`src/rtl/hrc_pkg.sv`:
```
// ----------------------------------------------------------------------------
// hrc_pkg - shared types and constants of the hysteresis relay controller
// Item, result, configuration and state records, register indexes, device
// codes, hysteresis bands and timing constants.
// ----------------------------------------------------------------------------
`default_nettype none

package hrc_pkg;

  // Item action codes
  typedef enum logic [1:0] {
    ACT_CHECK    = 2'd0,
    ACT_OVERRIDE = 2'd1,
    ACT_DISMISS  = 2'd2
  } action_e;

  // Register indexes (byte address = 4 * index)
  localparam logic [2:0] REG_ENABLE_MASK = 3'd0;
  localparam logic [2:0] REG_TEMP_HIGH   = 3'd1;
  localparam logic [2:0] REG_TEMP_LOW    = 3'd2;
  localparam logic [2:0] REG_HUMI_HIGH   = 3'd3;
  localparam logic [2:0] REG_HUMI_LOW    = 3'd4;
  localparam logic [2:0] REG_SOIL_DRY    = 3'd5;
  localparam logic [2:0] REG_LIGHT_DARK  = 3'd6;
  localparam logic [2:0] REG_CO2_HIGH    = 3'd7;

  // Enable mask bits
  localparam int unsigned EN_TEMP  = 0;
  localparam int unsigned EN_SOIL  = 1;
  localparam int unsigned EN_LIGHT = 2;
  localparam int unsigned EN_CO2   = 3;
  localparam int unsigned EN_HUMI  = 4;

  // Alert bits
  localparam int unsigned ALR_TEMP_HI = 0;
  localparam int unsigned ALR_TEMP_LO = 1;
  localparam int unsigned ALR_HUMI_HI = 2;
  localparam int unsigned ALR_HUMI_LO = 3;
  localparam int unsigned ALR_SOIL    = 4;
  localparam int unsigned ALR_LIGHT   = 5;
  localparam int unsigned ALR_CO2     = 6;

  // Override device codes and their slots
  localparam logic [2:0] DEV_PUMP   = 3'd1;
  localparam logic [2:0] DEV_HEATER = 3'd4;
  localparam logic [1:0] SLOT_PUMP   = 2'd0;
  localparam logic [1:0] SLOT_LAMP   = 2'd1;
  localparam logic [1:0] SLOT_FAN    = 2'd2;
  localparam logic [1:0] SLOT_HEATER = 2'd3;

  // Hysteresis bands, 18-bit signed so limit -/+ band never wraps
  localparam logic signed [17:0] BAND_TEMP  = 18'sd20;
  localparam logic signed [17:0] BAND_HUMI  = 18'sd50;
  localparam logic signed [17:0] BAND_SOIL  = 18'sd200;
  localparam logic signed [17:0] BAND_LIGHT = 18'sd200;
  localparam logic signed [17:0] BAND_CO2   = 18'sd50;

  // Timing
  localparam logic [31:0] OVR_TIMEOUT_MS = 32'd300000;
  localparam logic [31:0] BUZZ_MS        = 32'd5000;

  typedef struct packed {
    logic [4:0]         enable_mask;
    logic signed [15:0] temp_high_limit;
    logic signed [15:0] temp_low_limit;
    logic [15:0]        humi_high_limit;
    logic [15:0]        humi_low_limit;
    logic [15:0]        soil_dry_limit;
    logic [15:0]        light_dark_limit;
    logic [15:0]        co2_high_limit;
  } cfg_t;

  localparam cfg_t CFG_RESET = '{
    enable_mask:      5'd0,
    temp_high_limit:  16'sd350,
    temp_low_limit:   16'sd100,
    humi_high_limit:  16'd800,
    humi_low_limit:   16'd300,
    soil_dry_limit:   16'd3000,
    light_dark_limit: 16'd3000,
    co2_high_limit:   16'd1500
  };

  typedef struct packed {
    action_e            action;
    logic [31:0]        now_ms;
    logic signed [15:0] temp_tenths;
    logic [15:0]        humi_tenths;
    logic [15:0]        light_level;
    logic [15:0]        soil_level;
    logic [15:0]        co2_level;
    logic [2:0]         device;
  } item_t;

  typedef struct packed {
    logic             fan_temp;
    logic             fan_humi;
    logic             fan_co2;
    logic             heater;
    logic             pump;
    logic             lamp;
    logic             humi_alarm;
    logic [3:0][31:0] ovr_start;
    logic [31:0]      buzz_deadline;
    logic             buzz_on;
  } state_t;

  typedef struct packed {
    logic       fan_write;
    logic       fan_level;
    logic       heater_write;
    logic       heater_level;
    logic       pump_write;
    logic       pump_level;
    logic       lamp_write;
    logic       lamp_level;
    logic       buzzer_active;
    logic [6:0] new_alerts;
    logic       humi_low_flag;
  } res_t;

endpackage

`default_nettype wire

```
`src/rtl/hrc_eval.sv`:
```
// ----------------------------------------------------------------------------
// hrc_eval - per-item evaluation of the relay controller
// From the current state, configuration and one item, forms the next state
// and the result word. Purely combinational.
// ----------------------------------------------------------------------------
`default_nettype none

module hrc_eval (
  input  hrc_pkg::cfg_t   cfg_i,
  input  hrc_pkg::item_t  item_i,
  input  hrc_pkg::state_t state_i,
  output hrc_pkg::state_t state_o,
  output hrc_pkg::res_t   res_o
);
  import hrc_pkg::*;

  // {raise, next flag} for a flag that sets above hi, clears below hi - band
  function automatic logic [1:0] hyst_above(logic f, logic signed [17:0] v,
                                            logic signed [17:0] hi,
                                            logic signed [17:0] band);
    logic raise;
    logic keep;
    raise = !f && (v > hi);
    keep  = f && !(v < (hi - band));
    return {raise, raise | keep};
  endfunction

  // {raise, next flag} for a flag that sets below lo, clears above lo + band
  function automatic logic [1:0] hyst_below(logic f, logic signed [17:0] v,
                                            logic signed [17:0] lo,
                                            logic signed [17:0] band);
    logic raise;
    logic keep;
    raise = !f && (v < lo);
    keep  = f && !(v > (lo + band));
    return {raise, raise | keep};
  endfunction

  // Widened operands
  logic signed [17:0] t_w, h_w, l_w, s_w, c_w;
  logic signed [17:0] thi_w, tlo_w, hhi_w, hlo_w, sdl_w, ldl_w, chi_w;

  assign t_w   = {{2{item_i.temp_tenths[15]}}, item_i.temp_tenths};
  assign h_w   = {2'b00, item_i.humi_tenths};
  assign l_w   = {2'b00, item_i.light_level};
  assign s_w   = {2'b00, item_i.soil_level};
  assign c_w   = {2'b00, item_i.co2_level};
  assign thi_w = {{2{cfg_i.temp_high_limit[15]}}, cfg_i.temp_high_limit};
  assign tlo_w = {{2{cfg_i.temp_low_limit[15]}}, cfg_i.temp_low_limit};
  assign hhi_w = {2'b00, cfg_i.humi_high_limit};
  assign hlo_w = {2'b00, cfg_i.humi_low_limit};
  assign sdl_w = {2'b00, cfg_i.soil_dry_limit};
  assign ldl_w = {2'b00, cfg_i.light_dark_limit};
  assign chi_w = {2'b00, cfg_i.co2_high_limit};

  // Enables
  logic en_temp, en_humi, en_soil, en_light, en_co2, en_fan;
  assign en_temp  = cfg_i.enable_mask[EN_TEMP];
  assign en_humi  = cfg_i.enable_mask[EN_HUMI];
  assign en_soil  = cfg_i.enable_mask[EN_SOIL];
  assign en_light = cfg_i.enable_mask[EN_LIGHT];
  assign en_co2   = cfg_i.enable_mask[EN_CO2];
  assign en_fan   = en_temp | en_humi | en_co2;

  // Hysteresis results
  logic [1:0] h_ft, h_ht, h_fh, h_ha, h_pu, h_la, h_fc;
  assign h_ft = hyst_above(state_i.fan_temp,   t_w, thi_w, BAND_TEMP);
  assign h_ht = hyst_below(state_i.heater,     t_w, tlo_w, BAND_TEMP);
  assign h_fh = hyst_above(state_i.fan_humi,   h_w, hhi_w, BAND_HUMI);
  assign h_ha = hyst_below(state_i.humi_alarm, h_w, hlo_w, BAND_HUMI);
  assign h_pu = hyst_above(state_i.pump,       s_w, sdl_w, BAND_SOIL);
  assign h_la = hyst_above(state_i.lamp,       l_w, ldl_w, BAND_LIGHT);
  assign h_fc = hyst_above(state_i.fan_co2,    c_w, chi_w, BAND_CO2);

  // Flags after a check
  logic f_ft, f_ht, f_fh, f_ha, f_pu, f_la, f_fc, fan_any;
  assign f_ft    = en_temp  ? h_ft[0] : state_i.fan_temp;
  assign f_ht    = en_temp  ? h_ht[0] : state_i.heater;
  assign f_fh    = en_humi  ? h_fh[0] : state_i.fan_humi;
  assign f_ha    = en_humi  ? h_ha[0] : state_i.humi_alarm;
  assign f_pu    = en_soil  ? h_pu[0] : state_i.pump;
  assign f_la    = en_light ? h_la[0] : state_i.lamp;
  assign f_fc    = en_co2   ? h_fc[0] : state_i.fan_co2;
  assign fan_any = f_ft | f_fh | f_fc;

  logic [6:0] alerts;
  always_comb begin
    alerts              = '0;
    alerts[ALR_TEMP_HI] = en_temp  & h_ft[1];
    alerts[ALR_TEMP_LO] = en_temp  & h_ht[1];
    alerts[ALR_HUMI_HI] = en_humi  & h_fh[1];
    alerts[ALR_HUMI_LO] = en_humi  & h_ha[1];
    alerts[ALR_SOIL]    = en_soil  & h_pu[1];
    alerts[ALR_LIGHT]   = en_light & h_la[1];
    alerts[ALR_CO2]     = en_co2   & h_fc[1];
  end

  // Override slots: live check per slot, expiry clears only when looked at
  logic [3:0] checked, live, expired;
  always_comb begin
    checked              = '0;
    checked[SLOT_PUMP]   = en_soil;
    checked[SLOT_LAMP]   = en_light;
    checked[SLOT_FAN]    = en_fan;
    checked[SLOT_HEATER] = en_temp;
    for (int i = 0; i < 4; i++) begin
      live[i]    = (state_i.ovr_start[i] != '0) &&
                   ((item_i.now_ms - state_i.ovr_start[i]) < OVR_TIMEOUT_MS);
      expired[i] = checked[i] && (state_i.ovr_start[i] != '0) && !live[i];
    end
  end

  logic        dev_ok;
  logic [1:0]  dev_slot;
  logic [31:0] ovr_stamp;
  assign dev_ok    = (item_i.device >= DEV_PUMP) && (item_i.device <= DEV_HEATER);
  assign dev_slot  = 2'(item_i.device - DEV_PUMP);
  assign ovr_stamp = (item_i.now_ms == '0) ? 32'd1 : item_i.now_ms;

  // Buzzer: a raise restarts the deadline, then the timeout is applied
  logic [31:0] dl_mid;
  logic        on_mid, buzz_tmo;
  assign dl_mid   = (|alerts) ? (item_i.now_ms + BUZZ_MS) : state_i.buzz_deadline;
  assign on_mid   = (|alerts) | state_i.buzz_on;
  assign buzz_tmo = (dl_mid != '0) && (item_i.now_ms >= dl_mid);

  // Next state and result
  always_comb begin
    state_o = state_i;
    res_o   = '0;
    case (item_i.action)
      ACT_CHECK: begin
        state_o.fan_temp   = f_ft;
        state_o.heater     = f_ht;
        state_o.fan_humi   = f_fh;
        state_o.humi_alarm = f_ha;
        state_o.pump       = f_pu;
        state_o.lamp       = f_la;
        state_o.fan_co2    = f_fc;
        for (int i = 0; i < 4; i++) begin
          if (expired[i]) begin
            state_o.ovr_start[i] = '0;
          end
        end
        state_o.buzz_on       = on_mid & !buzz_tmo;
        state_o.buzz_deadline = buzz_tmo ? '0 : dl_mid;
        res_o.pump_write   = en_soil & !live[SLOT_PUMP];
        res_o.pump_level   = res_o.pump_write & f_pu;
        res_o.lamp_write   = en_light & !live[SLOT_LAMP];
        res_o.lamp_level   = res_o.lamp_write & f_la;
        res_o.fan_write    = en_fan & !live[SLOT_FAN];
        res_o.fan_level    = res_o.fan_write & fan_any;
        res_o.heater_write = en_temp & !live[SLOT_HEATER];
        res_o.heater_level = res_o.heater_write & f_ht & !fan_any;
        res_o.new_alerts   = alerts;
      end
      ACT_OVERRIDE: begin
        if (dev_ok) begin
          state_o.ovr_start[dev_slot] = ovr_stamp;
        end
      end
      ACT_DISMISS: begin
        state_o.buzz_on       = 1'b0;
        state_o.buzz_deadline = '0;
      end
      default: begin
      end
    endcase
    res_o.buzzer_active = state_o.buzz_on;
    res_o.humi_low_flag = state_o.humi_alarm;
  end

endmodule

`default_nettype wire

```
`src/rtl/hysteresis_relay_controller_unit.sv`:
```
// ----------------------------------------------------------------------------
// hysteresis_relay_controller_unit - greenhouse relay controller top level
//
// Input channel: in_valid_i / in_stall_o with action, time stamp, sensor
// readings and override device; a word is taken when valid is high and
// stall is low. Output channel: out_valid_o / out_stall_i with relay write
// strobes and levels, buzzer state, new alerts and the low-humidity flag.
// Each input word yields exactly one output word.
// out_valid_o rises once a taken word has moved from the input register,
// through evaluation, into the output register, where flags, override slots
// and buzzer state update. Throughput is one word per cycle while the
// receiver does not stall; the state update is registered with each word, so
// back-to-back words see each other.
// When the receiver stalls, the output register holds its word and the
// input register holds the next one; in_stall_o rises only once both are
// full. Reset empties both stages, clears all flags, overrides and buzzer
// state, and loads the default limits. Registers are written over the APB
// port at byte address 4*index; pready is always high.
// ----------------------------------------------------------------------------
`default_nettype none

module hysteresis_relay_controller_unit (
  input  logic        clk_i,
  input  logic        rst_ni,
  // configuration port
  input  logic        psel,
  input  logic        penable,
  input  logic        pwrite,
  input  logic [4:0]  paddr,
  input  logic [31:0] pwdata,
  output logic [31:0] prdata,
  output logic        pready,
  // input channel
  input  logic        in_valid_i,
  output logic        in_stall_o,
  input  logic [1:0]  action_i,
  input  logic [31:0] now_ms_i,
  input  logic signed [15:0] temp_tenths_i,
  input  logic [15:0] humi_tenths_i,
  input  logic [15:0] light_level_i,
  input  logic [15:0] soil_level_i,
  input  logic [15:0] co2_level_i,
  input  logic [2:0]  device_i,
  // output channel
  output logic        out_valid_o,
  input  logic        out_stall_i,
  output logic        fan_write_o,
  output logic        fan_level_o,
  output logic        heater_write_o,
  output logic        heater_level_o,
  output logic        pump_write_o,
  output logic        pump_level_o,
  output logic        lamp_write_o,
  output logic        lamp_level_o,
  output logic        buzzer_active_o,
  output logic [6:0]  new_alerts_o,
  output logic        humi_low_flag_o
);
  import hrc_pkg::*;

  // Configuration registers
  cfg_t       cfg_q;
  logic       cfg_we;
  logic [2:0] cfg_idx;

  assign pready  = 1'b1;
  assign cfg_we  = psel & penable & pwrite;
  assign cfg_idx = paddr[4:2];

  always_ff @(posedge clk_i or negedge rst_ni) begin
    if (!rst_ni) begin
      cfg_q <= CFG_RESET;
    end else if (cfg_we) begin
      case (cfg_idx)
        REG_ENABLE_MASK: cfg_q.enable_mask      <= pwdata[4:0];
        REG_TEMP_HIGH:   cfg_q.temp_high_limit  <= pwdata[15:0];
        REG_TEMP_LOW:    cfg_q.temp_low_limit   <= pwdata[15:0];
        REG_HUMI_HIGH:   cfg_q.humi_high_limit  <= pwdata[15:0];
        REG_HUMI_LOW:    cfg_q.humi_low_limit   <= pwdata[15:0];
        REG_SOIL_DRY:    cfg_q.soil_dry_limit   <= pwdata[15:0];
        REG_LIGHT_DARK:  cfg_q.light_dark_limit <= pwdata[15:0];
        REG_CO2_HIGH:    cfg_q.co2_high_limit   <= pwdata[15:0];
        default: begin
        end
      endcase
    end
  end

  // Register readback
  always_comb begin
    case (cfg_idx)
      REG_ENABLE_MASK: prdata = {27'd0, cfg_q.enable_mask};
      REG_TEMP_HIGH:   prdata = {16'd0, cfg_q.temp_high_limit};
      REG_TEMP_LOW:    prdata = {16'd0, cfg_q.temp_low_limit};
      REG_HUMI_HIGH:   prdata = {16'd0, cfg_q.humi_high_limit};
      REG_HUMI_LOW:    prdata = {16'd0, cfg_q.humi_low_limit};
      REG_SOIL_DRY:    prdata = {16'd0, cfg_q.soil_dry_limit};
      REG_LIGHT_DARK:  prdata = {16'd0, cfg_q.light_dark_limit};
      REG_CO2_HIGH:    prdata = {16'd0, cfg_q.co2_high_limit};
      default:         prdata = '0;
    endcase
  end

  // Pipeline control
  logic  s1_valid_q, out_valid_q;
  item_t s1_item_q, in_item;
  res_t  res_q, res_d;
  logic  in_take, s1_adv;

  assign s1_adv     = s1_valid_q & (!out_valid_q | !out_stall_i);
  assign in_stall_o = s1_valid_q & !s1_adv;
  assign in_take    = in_valid_i & !in_stall_o;

  assign in_item = '{
    action:      action_e'(action_i),
    now_ms:      now_ms_i,
    temp_tenths: temp_tenths_i,
    humi_tenths: humi_tenths_i,
    light_level: light_level_i,
    soil_level:  soil_level_i,
    co2_level:   co2_level_i,
    device:      device_i
  };

  always_ff @(posedge clk_i or negedge rst_ni) begin
    if (!rst_ni) begin
      s1_valid_q  <= 1'b0;
      out_valid_q <= 1'b0;
    end else begin
      if (in_take) begin
        s1_valid_q <= 1'b1;
      end else if (s1_adv) begin
        s1_valid_q <= 1'b0;
      end
      if (s1_adv) begin
        out_valid_q <= 1'b1;
      end else if (!out_stall_i) begin
        out_valid_q <= 1'b0;
      end
    end
  end

  // Payload registers
  always_ff @(posedge clk_i) begin
    if (in_take) begin
      s1_item_q <= in_item;
    end
    if (s1_adv) begin
      res_q <= res_d;
    end
  end

  // Controller state
  state_t state_q, state_d;

  hrc_eval u_eval (
    .cfg_i   (cfg_q),
    .item_i  (s1_item_q),
    .state_i (state_q),
    .state_o (state_d),
    .res_o   (res_d)
  );

  always_ff @(posedge clk_i or negedge rst_ni) begin
    if (!rst_ni) begin
      state_q <= '0;
    end else if (s1_adv) begin
      state_q <= state_d;
    end
  end

  // Outputs
  assign out_valid_o     = out_valid_q;
  assign fan_write_o     = res_q.fan_write;
  assign fan_level_o     = res_q.fan_level;
  assign heater_write_o  = res_q.heater_write;
  assign heater_level_o  = res_q.heater_level;
  assign pump_write_o    = res_q.pump_write;
  assign pump_level_o    = res_q.pump_level;
  assign lamp_write_o    = res_q.lamp_write;
  assign lamp_level_o    = res_q.lamp_level;
  assign buzzer_active_o = res_q.buzzer_active;
  assign new_alerts_o    = res_q.new_alerts;
  assign humi_low_flag_o = res_q.humi_low_flag;

  // Assertions
  a_no_stall_when_empty: assert property (
    @(posedge clk_i) disable iff (!rst_ni)
    !out_valid_q |-> !in_stall_o
  ) else $error("input stalled while output register empty");

  a_fan_heater_exclusive: assert property (
    @(posedge clk_i) disable iff (!rst_ni)
    out_valid_q |-> !(res_q.fan_level && res_q.heater_level)
  ) else $error("fan and heater driven on together");

  a_idle_buzzer_no_deadline: assert property (
    @(posedge clk_i) disable iff (!rst_ni)
    !state_q.buzz_on |-> (state_q.buzz_deadline == '0)
  ) else $error("buzzer idle with pending deadline");

endmodule

`default_nettype wire

```
`config.mk`:
```
export PLATFORM = sky130hd
export DESIGN_NAME = hysteresis_relay_controller_unit
export DESIGN_NICKNAME = d
export VERILOG_FILES = /design/src/rtl/hrc_pkg.sv /design/src/rtl/hrc_eval.sv /design/src/rtl/hysteresis_relay_controller_unit.sv
export SDC_FILE = /design/constraint.sdc
export NUM_CORES = 1
export LEC_CHECK = 0
export BUFFER_PORTS_ARGS = -buffer_cell sky130_fd_sc_hd__buf_4
export CORE_MARGIN = 3
export CORE_UTILIZATION = 30
export DETAILED_ROUTE_END_ITERATION = 8
export PLACE_DENSITY = 0.47
export SLEW_MARGIN = 20
export SYNTH_ARGS = -nofsm -noshare
export SYNTH_HDL_FRONTEND = slang
export SYNTH_SLANG_ARGS = --single-unit
```
`constraint.sdc`:
```
create_clock -name clk_i -period 9.4 [get_ports clk_i]
set_clock_uncertainty 0.15 [all_clocks]
set_input_delay 0.94 -clock clk_i [delete_from_list [all_inputs] [get_ports clk_i]]
set_output_delay 0.94 -clock clk_i [all_outputs]
set_load 0.05 [all_outputs]
```
==> metrics.cfg, run 1 <==
[outcome]
status=finished, final reports clean

[die]
die_area_um2=110000
core-area_um2=105000
boundaryPins=213
initial_core_util=0.303
chipHeight_um=332
rows=119
die_w_um=332

[cts]
htree_levels=2
clk_latency_ps=640
cts_tree=done
cts.path.max_buffers=3
hold_buffers=0
clk_pin_slew_worst_paths_ps=60
cts-buffers-inserted=54
cts_root_buffer=clkbuf_16
clkSinkCount=421
cts_resized=0
cts_setup_buffers=0

[global_route]
grt_pass1_vias=27400
gr-usage-all-layers=0.199
antenna_found_initial=1
grt-ovfl-total=0
grt_max_degree=78
grt_pass1_wl_um=171000

[power_and_ir_drop]
power_density_nw_per_um2=211
seqPwrFrac=0.328
finalPower_mw=7.74
p_switching_mw=3.01
power.leakage_nw=16.0
intPower_mw=4.73
p_comb_frac=0.393
clockPowerShare=0.279
netSwitchingFraction=0.389
vdd_drop_max_mv=0.139

[route]
drc_errors=0
drt.antenna.violating_nets=0
wl_um=111000
wl_per_cell_um=21.6
vias=27500
first_pass_iters=6
via_per_inst=5.35
first_iter_violations=2082

[place]
dp.cells=5043
hpwl_um=83500
place.gp.congestion=0.921
port_buffers=177

[sta]
setup-tns-final_ps=0
rsz0062_at_grt=false
max_freq_ghz=0.150
worstMarginPinSlew_ps=1100
hold_violations=0
slew_violations=0
slew_headroom=0.259
finalCritPeriodShare=0.708
fin_crit_ps=6660
finalSetupViolCount=0

[yosys]
synth_top_area_share=0.196
yosysTopAreaCell=dfrtp_1
synthCells=3554
synthFlopType=dfrtp_1
avgSynthCellArea_um2=8.98
synth_warnings=0
yosysUniqueCellTypes=95
async_reset_ff_frac=0.682
synth_edf_count=134
syn-cell-area_um2=31900
yosysSeqAreaShare=0.352
synth_top_cells_by_area=dfrtp_1, ha_1, edfxtp_1
ys_ff_latch=421

[critical_path]
cp_cell_sequence=inv_1 -> ha_1 -> nor2b_1 -> o21a_1 -> o21a_1 -> o21a_1 -> o41ai_1 -> nor2_1 -> o21ai_0 -> and3_2 -> buf_4 -> o21ai_0 -> ha_1 -> nand2b_1 -> a21o_1 -> a21o_1 -> a21o_1 -> a21o_1 -> a2111oi_0 -> o21a_1 -> o311a_1 -> a211oi_1 -> nand2b_4 -> o21ai_1
cp_data_arrival_time_ps=7030
cp.buffers_inverters=2
required_ps=9770
crit_fanout=57
r2r_slack_ps=2740
slowest_delay_ps=540
crit_path_top_delay_cell=buf_4
critPathCaptureType=flip-flop
crit_type=flip-flop to flip-flop
setup.worst_path.start_class=flip-flop
cp_top_family=compound AO/OA/AOI/OAI gates

[cells_and_area]
area_growth_pct=14.9
multiInputGateArea_um2=19000
drive_gt1_frac=0.118
fin_nets=4242
final_cells=5145
regArea_um2=11300
num-fill-cells=11000

[flow_run]
maxCapViolations=0

[worst_hold_path]
hp-class=input pin to async pin

-- final cells by class --
class | count | area share
sequential | 421 | 0.307
tap | 1391 | 0.0474
clock buffer | 84 | 0.0447
timing repair buffer | 238 | 0.0490
inverter | 284 | 0.0291
clock inverter | 17 | 0.00501
antenna | 1 | 0.0000682
multi-input combinational | 2709 | 0.518
-- per-stage QoR --
step / setup WS [ps] / instance area [um^2] / util / hold slack (ps)
6_report: 2740 / 36700 / 0.348 / 110
2_1_floorplan: 3810 / 32000 / - / 307
3_5_place_dp: 2700 / 34800 / 0.331 / 346
3_3_place_gp: 2740 / 34800 / 0.331 / 318
5_1_grt: 2180 / 36700 / 0.348 / 146
4_1_cts: 2630 / 36700 / 0.348 / 131
-- routing by layer --
metal	track usage	vias up	routed length, um
met5	0	-	0
met1	0.268	13400	50900
met3	0.0264	138	5290
li1	-	13300	-
met4	0.0481	0	2620
met2	0.336	667	52600
-- cells by family after synthesis --
| kind of cell | count (synthesis) | synth area share |
|---|---|---|
| muxes | 57 | 0.0207 |
| adders and majority gates | 373 | 0.146 |
| other | 2 | 0.000235 |
| and+or+nand+nor | 1005 | 0.151 |
| xor gates and xnor gates | 187 | 0.0513 |
| DFF | 421 | 0.352 |
| buffers and inverters | 439 | 0.0558 |
| AOI/OAI and AO/OA | 1070 | 0.222 |
-- worst paths after layout --
path,start,to,cells after the start
setup / recovery,cfg_q[97],state_q[10],24
hold / removal,rst_ni,state_q[68],1
setup reg to reg,cfg_q[97],state_q[10],24
hold reg to reg,s1_valid_q,out_valid_o,1
max in group asynchronous,rst_ni,state_q[10],3
min in group clk_i,now_ms_i[31],s1_item_q[114],1
-- placed cells by master, fill, tap and decap left out, drive strengths merged, types with 98 or more instances in the layout --
master / netlist / routed
nand2: 384 / 384
ha: 373 / 373
o21ai: 327 / 327
inv: 282 / 285
dfrtp: 250 / 250
buf: 48 / 238
a21oi: 213 / 213
nor2: 177 / 177
xnor2: 147 / 147
edfxtp: 134 / 134
a22o: 98 / 98
-- cells in the mapped netlist, types with 37 or more instances --
library cell and n:
edfxtp_1 134, nor2_1 177, nand2_1 384, a21o_1 93
nor4_1 70, xnor2_1 147, o21ai_1 57, nand3_1 83
inv_1 282, a22oi_1 46, a21oi_1 211, dfstp_2 37
dfrtp_1 250, nand4_1 61, o21a_1 46, o21ai_0 259
a22o_1 98, clkbuf_1 107, nor3_1 48, ha_1 373
xor2_1 40
-- state kept, by name, indices dropped and copies added, names as in the netlist, 7 cells and up --
signal,count
state_q,168
s1_item_q,117
new_alerts_o,7
cfg_q,117
-- power by group through the flow --
stage / combinational (mW) / clock [mW] / sequential, mW
floorplan: 2.20 / 0 / 2.45
global placement: 3.02 / 0 / 2.56
detailed placement: 3.03 / 0 / 2.56
CTS: 3.05 / 2.23 / 2.53
global route: 3.44 / 2.30 / 2.57
finish: 3.04 / 2.16 / 2.54
Power figures use the tool's default switching activity.
==> run 2: changes to the inputs <==
- PLACE_DENSITY: 0.47 -> 0.49
- clock period: 9.4 -> 6.1 ns (I/O delays scaled with it)
==> run 2 against run 1 <==
  * Combinational power is 58% higher
  * Via count is 1.6% higher
  * Largest power group unchanged
  * Critical path type unchanged
  * Critical endpoint is now state_q[5]
  * Clock-buffer cell count is 13 lower
  * Power is 59% higher
  * Highest routed layer unchanged
  * Die area stayed put
  * Register-to-register slack worse by 2400 ps
==> metrics.cfg, run 2 (same netlist as run 1, synthesis figures left out) <==
[sta]
hold_violations=0  ; unchanged
slew_headroom=0.324  ; +0.0650
rsz0062_at_grt=false
finalSetupViolCount=0  ; unchanged
fin_crit_ps=5720  ; -938 ps
worstMarginPinSlew_ps=1010  ; -88.0 ps
finalHoldWorstSlack_ps=32.9  ; -77.0 ps
setup-tns-final_ps=0  ; unchanged
finalCritPeriodShare=0.937  ; +0.229
max_freq_ghz=0.175  ; +16%
setup_ws_ps=383  ; -2360 ps
slew_violations=0  ; unchanged

[global_route]
grt-ovfl-total=0  ; unchanged
grt_max_degree=111  ; +42%
grt_pass1_wl_um=173000  ; +1.5%
gr-usage-all-layers=0.203  ; +0.00439
antenna_found_initial=4  ; +3
grt_pass1_vias=27500  ; +0.58%

[die]
boundaryPins=213  ; unchanged
core-area_um2=105000  ; unchanged
chipHeight_um=332  ; unchanged
initial_core_util=0.303  ; unchanged
rows=119  ; unchanged
die_w_um=332  ; unchanged
die_area_um2=110000  ; unchanged

[critical_path]
reg2reg_to=state_q[5]
cp_top_family=compound AO/OA/AOI/OAI gates
crit_path_top_delay_cell=dfstp_2
critPathCaptureType=flip-flop
r2r_slack_ps=380  ; -2360 ps
cp_data_arrival_time_ps=6120  ; -910 ps
critical_path_cell_count=26  ; +8.3%
required_ps=6500  ; -3270 ps
slowest_delay_ps=510  ; -30 ps
crit_fanout=16  ; -72%
setup.worst_path.start_class=flip-flop
crit_type=flip-flop to flip-flop
worst_r2r_path_depth=26  ; +8.3%
cp.buffers_inverters=3  ; +1
timing.rr.start=cfg_q[97]

[worst_hold_path]
hp-class=input pin to flip-flop
min_path_cells=1
min-delay-start=temp_tenths_i[15]
hold_end=s1_item_q[82]

[route]
via_per_inst=5.29  ; -1.1%
wl_per_cell_um=21.6  ; -0.32%
drc_errors=0  ; unchanged
wl_um=114000  ; +2.4%
vias=27900  ; +1.6%
drt.antenna.violating_nets=0  ; unchanged
first_pass_iters=7  ; +1
first_iter_violations=2090  ; +0.38%

[cts]
clk_pin_slew_worst_paths_ps=60  ; about the same
cts_tree=done
htree_levels=2  ; unchanged
cts_root_buffer=clkbuf_16
clkSinkCount=421  ; unchanged
cts_setup_buffers=0  ; unchanged
clk_latency_ps=650  ; about the same
cts.path.max_buffers=3  ; unchanged
cts-buffers-inserted=56  ; +3.7%

[cells_and_area]
design_area_um2=38200  ; +4.2%
reg_top3=state_q x168, cfg_q x117, s1_item_q x117
final_common_cell=nand2_1
largest_reg_flops=168  ; unchanged
num-fill-cells=10800  ; -1.5%
fin_nets=4381  ; +3.3%
area_growth_pct=19.8
drive_gt1_frac=0.125  ; +0.00677
top_register=state_q
regArea_um2=11300  ; unchanged
layout_common_cells=nand2_1, ha_1, inv_1, o21ai_0, buf_4
multiInputGateArea_um2=19000  ; about the same

[flow_run]
maxCapViolations=0  ; unchanged

[place]
place.gp.congestion=0.914  ; -0.83%
hpwl_um=86400  ; +3.5%
placed_area_um2=35100  ; +0.66%
port_buffers=177  ; unchanged
post-place-ws_ps=356  ; -2340 ps

[outcome]
status=finished, final reports clean

[power_and_ir_drop]
clockPowerShare=0.290  ; +0.011
seqPwrFrac=0.320  ; -0.008
intPower_mw=7.54  ; +59%
power.leakage_nw=16.7  ; +4.4%
p_switching_mw=4.77  ; +58%
vdd_drop_max_mv=0.227  ; +63%
netSwitchingFraction=0.388  ; -0.00144
power_density_nw_per_um2=322  ; +53%
p_comb_frac=0.391  ; -0.002

[run 2: per-stage QoR]
step,cells,total power [mW],util
floorplan,3569,7.17,-
global placement,5065,8.64,0.333
detailed placement,5065,8.67,0.333
CTS,5285,12.4,0.363
global route,5285,13.2,0.363
finish,5286,12.3,0.363
[run 2: cell type report]
cell class | count | area share
timing repair buffer | 375 | 0.0827
inverter | 284 | 0.0279
sequential | 421 | 0.294
antenna | 1 | 0.0000654
tap | 1391 | 0.0455
multi-input combinational | 2709 | 0.497
clock buffer | 71 | 0.0428
clock inverter | 34 | 0.00939
[run 2: worst max-delay path by stage]
stage | from | endpoint | slack [ps]
floorplan | cfg_q[7] | state_q[30] | 510
global placement | cfg_q[97] | state_q[18] | 390
detailed placement | cfg_q[97] | state_q[16] | 360
CTS | cfg_q[27] | state_q[16] | 330
global route | cfg_q[97] | state_q[6] | 30
finish | cfg_q[97] | state_q[5] | 380
[run 2: power groups by stage]
stage / Clock, mW / Combinational [mW] / Sequential (mW)
final: 3.57 / 4.81 / 3.93
after global routing: 3.80 / 5.41 / 3.98
after CTS: 3.67 / 4.79 / 3.93
after detailed placement: 0 / 4.70 / 3.97
after global placement: 0 / 4.67 / 3.97
after floorplan: 0 / 3.40 / 3.77
[run 2: routing by layer]
metal  GRT usage  share of wire  vias to the layer above
met5           0              0                        -
met1       0.277           0.46                    13500
met3      0.0268          0.051                      148
met2       0.335           0.46                      717
met4      0.0594          0.030                        0
li1            -              -                    13600
[run 2: timing repair]
item,in CTS,in global routing
gates resized for setup,0,4
hold endpoints to repair,193,0
setup endpoints to repair,0,31
hold buffers,115,0
